### src/hdl/sfof_pkg.sv
package sfof_pkg;

  // Fixed field widths of the stream
  localparam int unsigned VALUE_W  = 32;
  localparam int unsigned UCOUNT_W = 7;
  localparam logic [UCOUNT_W-1:0] UCOUNT_MAX = 7'd127;

  // One result word
  typedef struct packed {
    logic signed [VALUE_W-1:0]  value_out;
    logic                       kept;
    logic        [UCOUNT_W-1:0] distinct_count;
    logic                       set_done;
    logic                       overflow;
  } result_t;

endpackage

### src/hdl/sfof_ram.sv
module sfof_ram #(
  parameter int unsigned Depth = 64,
  parameter int unsigned Width = 32,
  localparam int unsigned AddrW = (Depth > 1) ? $clog2(Depth) : 1
) (
  input  logic             clk_i,
  input  logic             we_i,
  input  logic [AddrW-1:0] waddr_i,
  input  logic [Width-1:0] wdata_i,
  input  logic             re_i,
  input  logic [AddrW-1:0] raddr_i,
  output logic [Width-1:0] rdata_o
);

  logic [Width-1:0] mem_q [Depth];
  logic [Width-1:0] rdata_q;

  // Write port
  always_ff @(posedge clk_i) begin
    if (we_i) begin
      mem_q[waddr_i] <= wdata_i;
    end
  end

  // Registered read port
  always_ff @(posedge clk_i) begin
    if (re_i) begin
      rdata_q <= mem_q[raddr_i];
    end
  end

  assign rdata_o = rdata_q;

endmodule

### src/hdl/sfof_out_reg.sv
module sfof_out_reg
  import sfof_pkg::*;
(
  input  logic    clk_i,
  input  logic    rst_ni,
  input  logic    load_i,
  input  result_t data_i,
  output logic    can_load_o,
  output logic    valid_o,
  input  logic    ready_i,
  output result_t data_o
);

  logic    valid_q, valid_d;
  result_t data_q;

  // Slot is free when empty or being drained this cycle
  assign can_load_o = !valid_q || ready_i;

  always_comb begin
    valid_d = valid_q;
    if (ready_i) begin
      valid_d = 1'b0;
    end
    if (load_i) begin
      valid_d = 1'b1;
    end
  end

  always_ff @(posedge clk_i or negedge rst_ni) begin
    if (!rst_ni) begin
      valid_q <= 1'b0;
    end else begin
      valid_q <= valid_d;
    end
  end

  // Payload, no reset needed
  always_ff @(posedge clk_i) begin
    if (load_i) begin
      data_q <= data_i;
    end
  end

  assign valid_o = valid_q;
  assign data_o  = data_q;

endmodule

### src/hdl/stream_first_occurrence_filter_top.sv
// Channel  Handshake                Word
// -------  -----------------------  -----------------------------------------------
// in       in_valid_i / in_ready_o  value_i, last_i
// out      out_valid_o/out_ready_i  value_out_o, kept_o, distinct_count_o,
//                                   set_done_o, overflow_o
//
// One word at a time: accept, then a scan that reads one table entry per
// cycle from the table RAM (one write port, one read port), ending early
// on a hit, then the decide cycle.
// The result sits in an output register, so the next word is taken while it
// waits; the decide cycle holds only if that register is still occupied.
// Reset clears count, overflow flag and control; table contents need none.
module stream_first_occurrence_filter_top
  import sfof_pkg::*;
#(
  parameter int unsigned MAX_ITEMS = 64
) (
  input  logic                       clk_i,
  input  logic                       rst_ni,
  input  logic                       in_valid_i,
  output logic                       in_ready_o,
  input  logic signed [VALUE_W-1:0]  value_i,
  input  logic                       last_i,
  output logic                       out_valid_o,
  input  logic                       out_ready_i,
  output logic signed [VALUE_W-1:0]  value_out_o,
  output logic                       kept_o,
  output logic        [UCOUNT_W-1:0] distinct_count_o,
  output logic                       set_done_o,
  output logic                       overflow_o
);

  localparam int unsigned AddrW = (MAX_ITEMS > 1) ? $clog2(MAX_ITEMS) : 1;
  localparam int unsigned CntW  = $clog2(MAX_ITEMS + 1);
  localparam int unsigned ExtW  = CntW + UCOUNT_W;
  localparam logic [CntW-1:0] CntFull = CntW'(MAX_ITEMS);

  localparam logic [1:0] S_IDLE = 2'd0;
  localparam logic [1:0] S_SCAN = 2'd1;
  localparam logic [1:0] S_DONE = 2'd2;

  logic [1:0]               state_q, state_d;
  logic [VALUE_W-1:0]       val_q, val_d;
  logic                     last_q, last_d;
  logic [CntW-1:0]          rd_idx_q, rd_idx_d;
  logic                     cmp_v_q, cmp_v_d;
  logic                     hit_q, hit_d;
  logic [CntW-1:0]          count_q, count_d;
  logic                     ovf_q, ovf_d;

  logic                     in_acc;
  logic                     issue, match;
  logic [VALUE_W-1:0]       rdata;
  logic                     ram_we;
  logic                     store, ovf_new, emit;
  logic [CntW-1:0]          count_new;
  logic [ExtW-1:0]          count_ext;
  logic                     out_load, out_can_load;
  result_t                  res, out_data;

  assign in_ready_o = (state_q == S_IDLE);
  assign in_acc     = in_valid_i && in_ready_o;

  // Scan: issue a read per cycle, compare the word returned by the previous read
  assign issue = (state_q == S_SCAN) && (rd_idx_q < count_q);
  assign match = (state_q == S_SCAN) && cmp_v_q && (rdata == val_q);

  // Decide: append on a miss while room remains
  assign store     = !hit_q && (count_q < CntFull);
  assign ovf_new   = ovf_q || (!hit_q && !store);
  assign count_new = count_q + CntW'(store);
  assign emit      = store || last_q;
  assign count_ext = ExtW'(count_new);

  // Table writes only happen in the decide cycle, never during a scan
  assign ram_we   = (state_q == S_DONE) && store && (!emit || out_can_load);
  assign out_load = (state_q == S_DONE) && emit && out_can_load;

  always_comb begin
    res.value_out      = store ? val_q : '0;
    res.kept           = store;
    res.distinct_count = (count_ext > ExtW'(UCOUNT_MAX)) ? UCOUNT_MAX
                                                         : count_ext[UCOUNT_W-1:0];
    res.set_done       = last_q;
    res.overflow       = ovf_new;
  end

  // Sequencer
  always_comb begin
    state_d  = state_q;
    val_d    = val_q;
    last_d   = last_q;
    rd_idx_d = rd_idx_q;
    cmp_v_d  = cmp_v_q;
    hit_d    = hit_q;
    count_d  = count_q;
    ovf_d    = ovf_q;
    case (state_q)
      S_IDLE: begin
        if (in_acc) begin
          val_d    = value_i;
          last_d   = last_i;
          rd_idx_d = '0;
          cmp_v_d  = 1'b0;
          hit_d    = 1'b0;
          state_d  = S_SCAN;
        end
      end
      S_SCAN: begin
        cmp_v_d = issue;
        if (issue) begin
          rd_idx_d = rd_idx_q + CntW'(1);
        end
        if (match) begin
          hit_d   = 1'b1;
          state_d = S_DONE;
        end else if (!issue && !cmp_v_q) begin
          state_d = S_DONE;
        end else if (!issue) begin
          // last comparison just missed
          state_d = S_DONE;
        end
      end
      S_DONE: begin
        if (!emit || out_can_load) begin
          state_d = S_IDLE;
          if (last_q) begin
            count_d = '0;
            ovf_d   = 1'b0;
          end else begin
            count_d = count_new;
            ovf_d   = ovf_new;
          end
        end
      end
      default: begin
        state_d = S_IDLE;
      end
    endcase
  end

  always_ff @(posedge clk_i or negedge rst_ni) begin
    if (!rst_ni) begin
      state_q  <= S_IDLE;
      cmp_v_q  <= 1'b0;
      hit_q    <= 1'b0;
      count_q  <= '0;
      ovf_q    <= 1'b0;
      rd_idx_q <= '0;
    end else begin
      state_q  <= state_d;
      cmp_v_q  <= cmp_v_d;
      hit_q    <= hit_d;
      count_q  <= count_d;
      ovf_q    <= ovf_d;
      rd_idx_q <= rd_idx_d;
    end
  end

  // Word under test, no reset needed
  always_ff @(posedge clk_i) begin
    val_q  <= val_d;
    last_q <= last_d;
  end

  sfof_ram #(
    .Depth(MAX_ITEMS),
    .Width(VALUE_W)
  ) u_table (
    .clk_i  (clk_i),
    .we_i   (ram_we),
    .waddr_i(count_q[AddrW-1:0]),
    .wdata_i(val_q),
    .re_i   (issue),
    .raddr_i(rd_idx_q[AddrW-1:0]),
    .rdata_o(rdata)
  );

  sfof_out_reg u_out (
    .clk_i     (clk_i),
    .rst_ni    (rst_ni),
    .load_i    (out_load),
    .data_i    (res),
    .can_load_o(out_can_load),
    .valid_o   (out_valid_o),
    .ready_i   (out_ready_i),
    .data_o    (out_data)
  );

  assign value_out_o      = out_data.value_out;
  assign kept_o           = out_data.kept;
  assign distinct_count_o = out_data.distinct_count;
  assign set_done_o       = out_data.set_done;
  assign overflow_o       = out_data.overflow;

`ifndef SYNTHESIS
  a_count_range: assert property (@(posedge clk_i) disable iff (!rst_ni)
    count_q <= CntFull)
    else $error("stored count beyond table depth");

  a_no_rw_clash: assert property (@(posedge clk_i) disable iff (!rst_ni)
    !(ram_we && issue))
    else $error("table write during scan");

  a_accept_scan: assert property (@(posedge clk_i) disable iff (!rst_ni)
    in_acc |=> (state_q == S_SCAN))
    else $error("accepted word did not start a scan");

  a_kept_count: assert property (@(posedge clk_i) disable iff (!rst_ni)
    (out_valid_o && kept_o) |-> (distinct_count_o != '0))
    else $error("kept word reported with zero count");
`endif

endmodule

### config.mk
export PLATFORM = sky130hd
export DESIGN_NAME = stream_first_occurrence_filter_top
export DESIGN_NICKNAME = d
export VERILOG_FILES = /design/src/hdl/sfof_pkg.sv /design/src/hdl/sfof_ram.sv /design/src/hdl/sfof_out_reg.sv /design/src/hdl/stream_first_occurrence_filter_top.sv
export SDC_FILE = /design/constraint.sdc
export NUM_CORES = 2
export LEC_CHECK = 0
export ABC_AREA = 1
export BUFFER_PORTS_ARGS = -buffer_cell sky130_fd_sc_hd__buf_4
export CORE_MARGIN = 2
export CORE_UTILIZATION = 35
export DETAILED_ROUTE_END_ITERATION = 10
export HOLD_SLACK_MARGIN = 0.15
export PLACE_DENSITY_LB_ADDON = 0.25
export SETUP_SLACK_MARGIN = 0.02
export SLEW_MARGIN = 10
export SYNTH_ARGS = -nofsm -noshare
export SYNTH_HDL_FRONTEND = slang
export SYNTH_HIERARCHICAL = 1
export SYNTH_SLANG_ARGS = --single-unit
### constraint.sdc
create_clock -name clk_i -period 11.6 [get_ports clk_i]
set_input_delay 0.58 -clock clk_i [delete_from_list [all_inputs] [get_ports clk_i]]
set_output_delay 0.58 -clock clk_i [all_outputs]
set_load 0.1 [all_outputs]
==> metrics.md <==
| Metric | Value |
|---|---|
| Outcome | `completed` |
| Cells after Synth | `7170` |
| Max clock buf depth | `3` |
| Detailed placement HPWL | `between 100 and 150 mm` |
| Final setup fails | `0` |
| PD cells | `157 mW/mm^2` |
| Worst reg2reg path startpoint | `rd_idx_q[0]` |
| Io pins | `between 80 and 90` |
| Family with the most delay on the worst path | `buffers and inverters` |
| Max Slew Vio Count | `0` |
| WP data required | `between 10 and 15 ns` |
| IO Port Bufs | `80` |
| Number of gates resized after cts | `0` |
| Crit. Startpoint | `rd_idx_q[0]` |
| DRC | `0` |
| Fmax | `196 MHz` |
| Synth warnings | `6` |
| Area grow syn2layout | `13.6%` |
| Setup_tns | `0 ns` |
| CTS clk-pin slew, worst paths | `0.06 ns` |
| Total Routing Usage GR | `0.210` |
| Initial antenna violation count | `12` |
| Postcts setup bufs | `0` |
| DIE WIDTH | `503 um` |
| Crit Path Category | `register to register` |
| DR pass1 iterations | `8` |
| CTS tree | `built` |
| FP Rows | `183` |
| Top post-synthesis cells by area | `edfxtp_1, nand3_1, nand2_1` |
| Post-DRT Antenna Nets | `0` |
| Vias | `~57000` |
| Crit path launch type | `register` |
| Detailed Route WL | `270 mm` |
| Hold Crit Start | `value_i[4]` |
| Netlist cell types | `33` |
| Total power | `15.6 mW` |
| Reg2reg end | `u_table/rdata_o[23]` |
| Hold Path End | `val_q[4]` |
| Seq cells post-synth | `around 2200` |
| Die span in y | `503 um` |
| Reg2Reg Setup Slack | `approximately 6.5 ns` |
| Data arrival, critical path | `5.82 ns` |
| Final Core Density | `0.399` |
| Vias in the first global route | `54300` |
| LEAKAGE | `34.4 nW` |
| Pin count of the biggest net entering global routing | `around 280` |
| Hold path cells | `2` |
| Num CTS Buffers | `218` |
| H-tree Lvls | `4` |
| Root buffer cell | `clkbuf_16` |
| Hold Crit Class | `input pin to register` |
| Measured slew at the worst slew-check pin | `1.30 ns` |
| Core Region | `0.248 sq mm` |
| Post-synth top area share | `0.741` |
| Max Cap Viol | `0` |
| First-pass GRT wire length | `387 mm` |
| Worst path bufs/invs | `4` |
| Final nets | `7263` |
| Seq/Total Area, Yosys | `0.747` |
| Slowest-stage cell, CP | `buf_4` |
| GRT overflow | `0` |
| Layout cell share with drive strength beyond 1 | `0.0863` |
| Mean routed wirelength per cell | `around 25 um` |
| Initial cell density of the core | `0.351` |
| Post-Syn Nets | `7216` |
| Clock Skews | `approximately 0.025 ns` |
| RSZ-0062 raised after global routing | `false` |
| Fin crit share | `0.440` |
| Cell taking the most area after synthesis | `edfxtp_1` |
| Crit-path max cell delay | `0.88 ns` |
| Clock Sinks | `2175` |
| Final hold slack | `0.441 ns` |
| Syn avg cell area | `about 12 sq um` |
| Clk_lat worst skew | `0.87 ns` |
| Worst reg2reg path depth | `12` |
| Worst VDD drop | `between 0.00015 and 0.0002 V` |
| Hold buffer count at cts | `37` |
| Vias per cell | `approximately 5.3` |
| DRT iter0 DRCs | `approximately 6600` |
| Placer Congestion | `0.857` |
| Worst-path fanout max | `163` |
| Max_slew headroom | `0.133` |
| Die Footprint | `roughly 0.25 sq mm` |
| Final hold vios | `0` |
| Most frequent cells in the layout | `nand2_1, edfxtp_1, nand3_1, buf_4, clkbuf_16` |
| Commonest non-fill, non-tap cell in the layout | `nand2_1` |
| Number of filler cells placed in the layout | `between 20000 and 25000` |
| Cell Chain, Critical Path | `inv_16, buf_16, buf_4, buf_4, nand2_1, nand3_1, nand3_1, nand3_1, nand3_1, nand2_1, nand2_1, nand2_1` |
| Minimum clock period | `a little over 5 ns` |
| Post-Syn Area | `0.0873 sq mm` |
| Setup crit end kind | `register` |
[metrics by stage]
step                setup slack, ns  instance area (sq um)  cells
floorplan                      6.32                  87300   7170
detailed placement             6.59                  91700  10300
global route                   6.24                  99200  10700
CTS                            6.58                  99000  10700
finish                         6.49                  99200  10700
global placement               6.63                  91600  10300
[state kept, by name (all words and copies together) (netlist names)]
register	cells
rd_idx_q	7
count_q	7
ovf_q	1
u_out/data_o	42
hit_q	1
val_q	32
state_q	2
cmp_v_q	1
u_table/rdata_o	32
u_table/mem_q	2048
last_q	1
u_out/valid_o	1
[power by group]
| group | internal (mW) | switching [mW] | total, mW | leakage, nW |
|---|---|---|---|---|
| logic | 0.0157 | 0.00604 | 0.0217 | 11.3 |
| clock network | 4.07 | 2.95 | 7.03 | 3.42 |
| registers | 8.50 | 0 | 8.50 | 19.7 |
| total | 12.6 | 2.96 | 15.6 | 34.4 |
[cells in the mapped netlist]
cell type,count
nor3b_1,1
nor3_1,1
o22ai_2,7
nand3_1,1915
buf_8,2
nand4_1,10
o22ai_1,2
xnor2_1,17
o21ai_1,6
a21oi_2,2
o21ai_0,1
a21oi_1,4
buf_6,4
ha_1,9
xor2_1,4
o31ai_1,2
inv_1,80
nor2_8,1
inv_2,10
nand2_2,2
nor4_1,8
buf_2,282
dfrtp_1,20
nor2_2,5
buf_4,45
nand2_1,2338
inv_4,1
edfxtp_1,2155
nor2_1,111
o211ai_1,2
clkbuf_1,79
or2_1,1
buf_1,43
[worst register-to-register path, stage by stage (launching register included)]
cell	delay [ns]
dfrtp_4	0.67
inv_16	0.29
buf_16	0.66
buf_4	0.98
buf_4	0.92
nand2_1	0.17
nand3_1	0.11
nand3_1	0.09
nand3_1	0.32
nand3_1	0.20
nand2_1	0.13
nand2_1	0.26
nand2_1	0.17
[final cells by class]
class	instances	area, sq um	share of cell area
diodes	7	17.5	0.000177
clock buffers	268	5690	0.0573
clock inverters	126	1320	0.0133
inverters	91	383	0.00386
multi-input cells	4449	20000	0.201
flip-flops and latches	2175	65200	0.658
well taps	3330	4170	0.0420
repair buffers	282	2410	0.0243
[worst max-delay path by stage]
stage | end | slack, ns | cells past startpoint
global route | u_table/rdata_o[23] | 6.24 | 12
floorplan | u_table/mem_q[48][0] | 6.32 | 6
detailed placement | u_table/rdata_o[6] | 6.59 | 11
finish | u_table/rdata_o[23] | 6.49 | 12
global placement | u_table/rdata_o[6] | 6.63 | 11
CTS | u_table/rdata_o[6] | 6.58 | 11
[metal layers]
metal	vias to the layer above	global-route usage	part of all wire
met2	2305	0.336	0.47
met1	28800	0.289	0.42
li1	25500	-	-
met3	427	0.0301	0.072
met4	0	0.0808	0.039
met5	-	0	0
[cells by family after synthesis]
kind of cell	after synthesis	synth area share
adder cells (fa/ha/maj)	9	0.00129
flip-flops	2175	0.747
buffers and inverters	546	0.0301
XOR/XNOR	21	0.00211
AND/OR/NAND/NOR	4393	0.217
AO/OA/AOI/OAI	26	0.00232
Power figures use the tool's default switching activity.
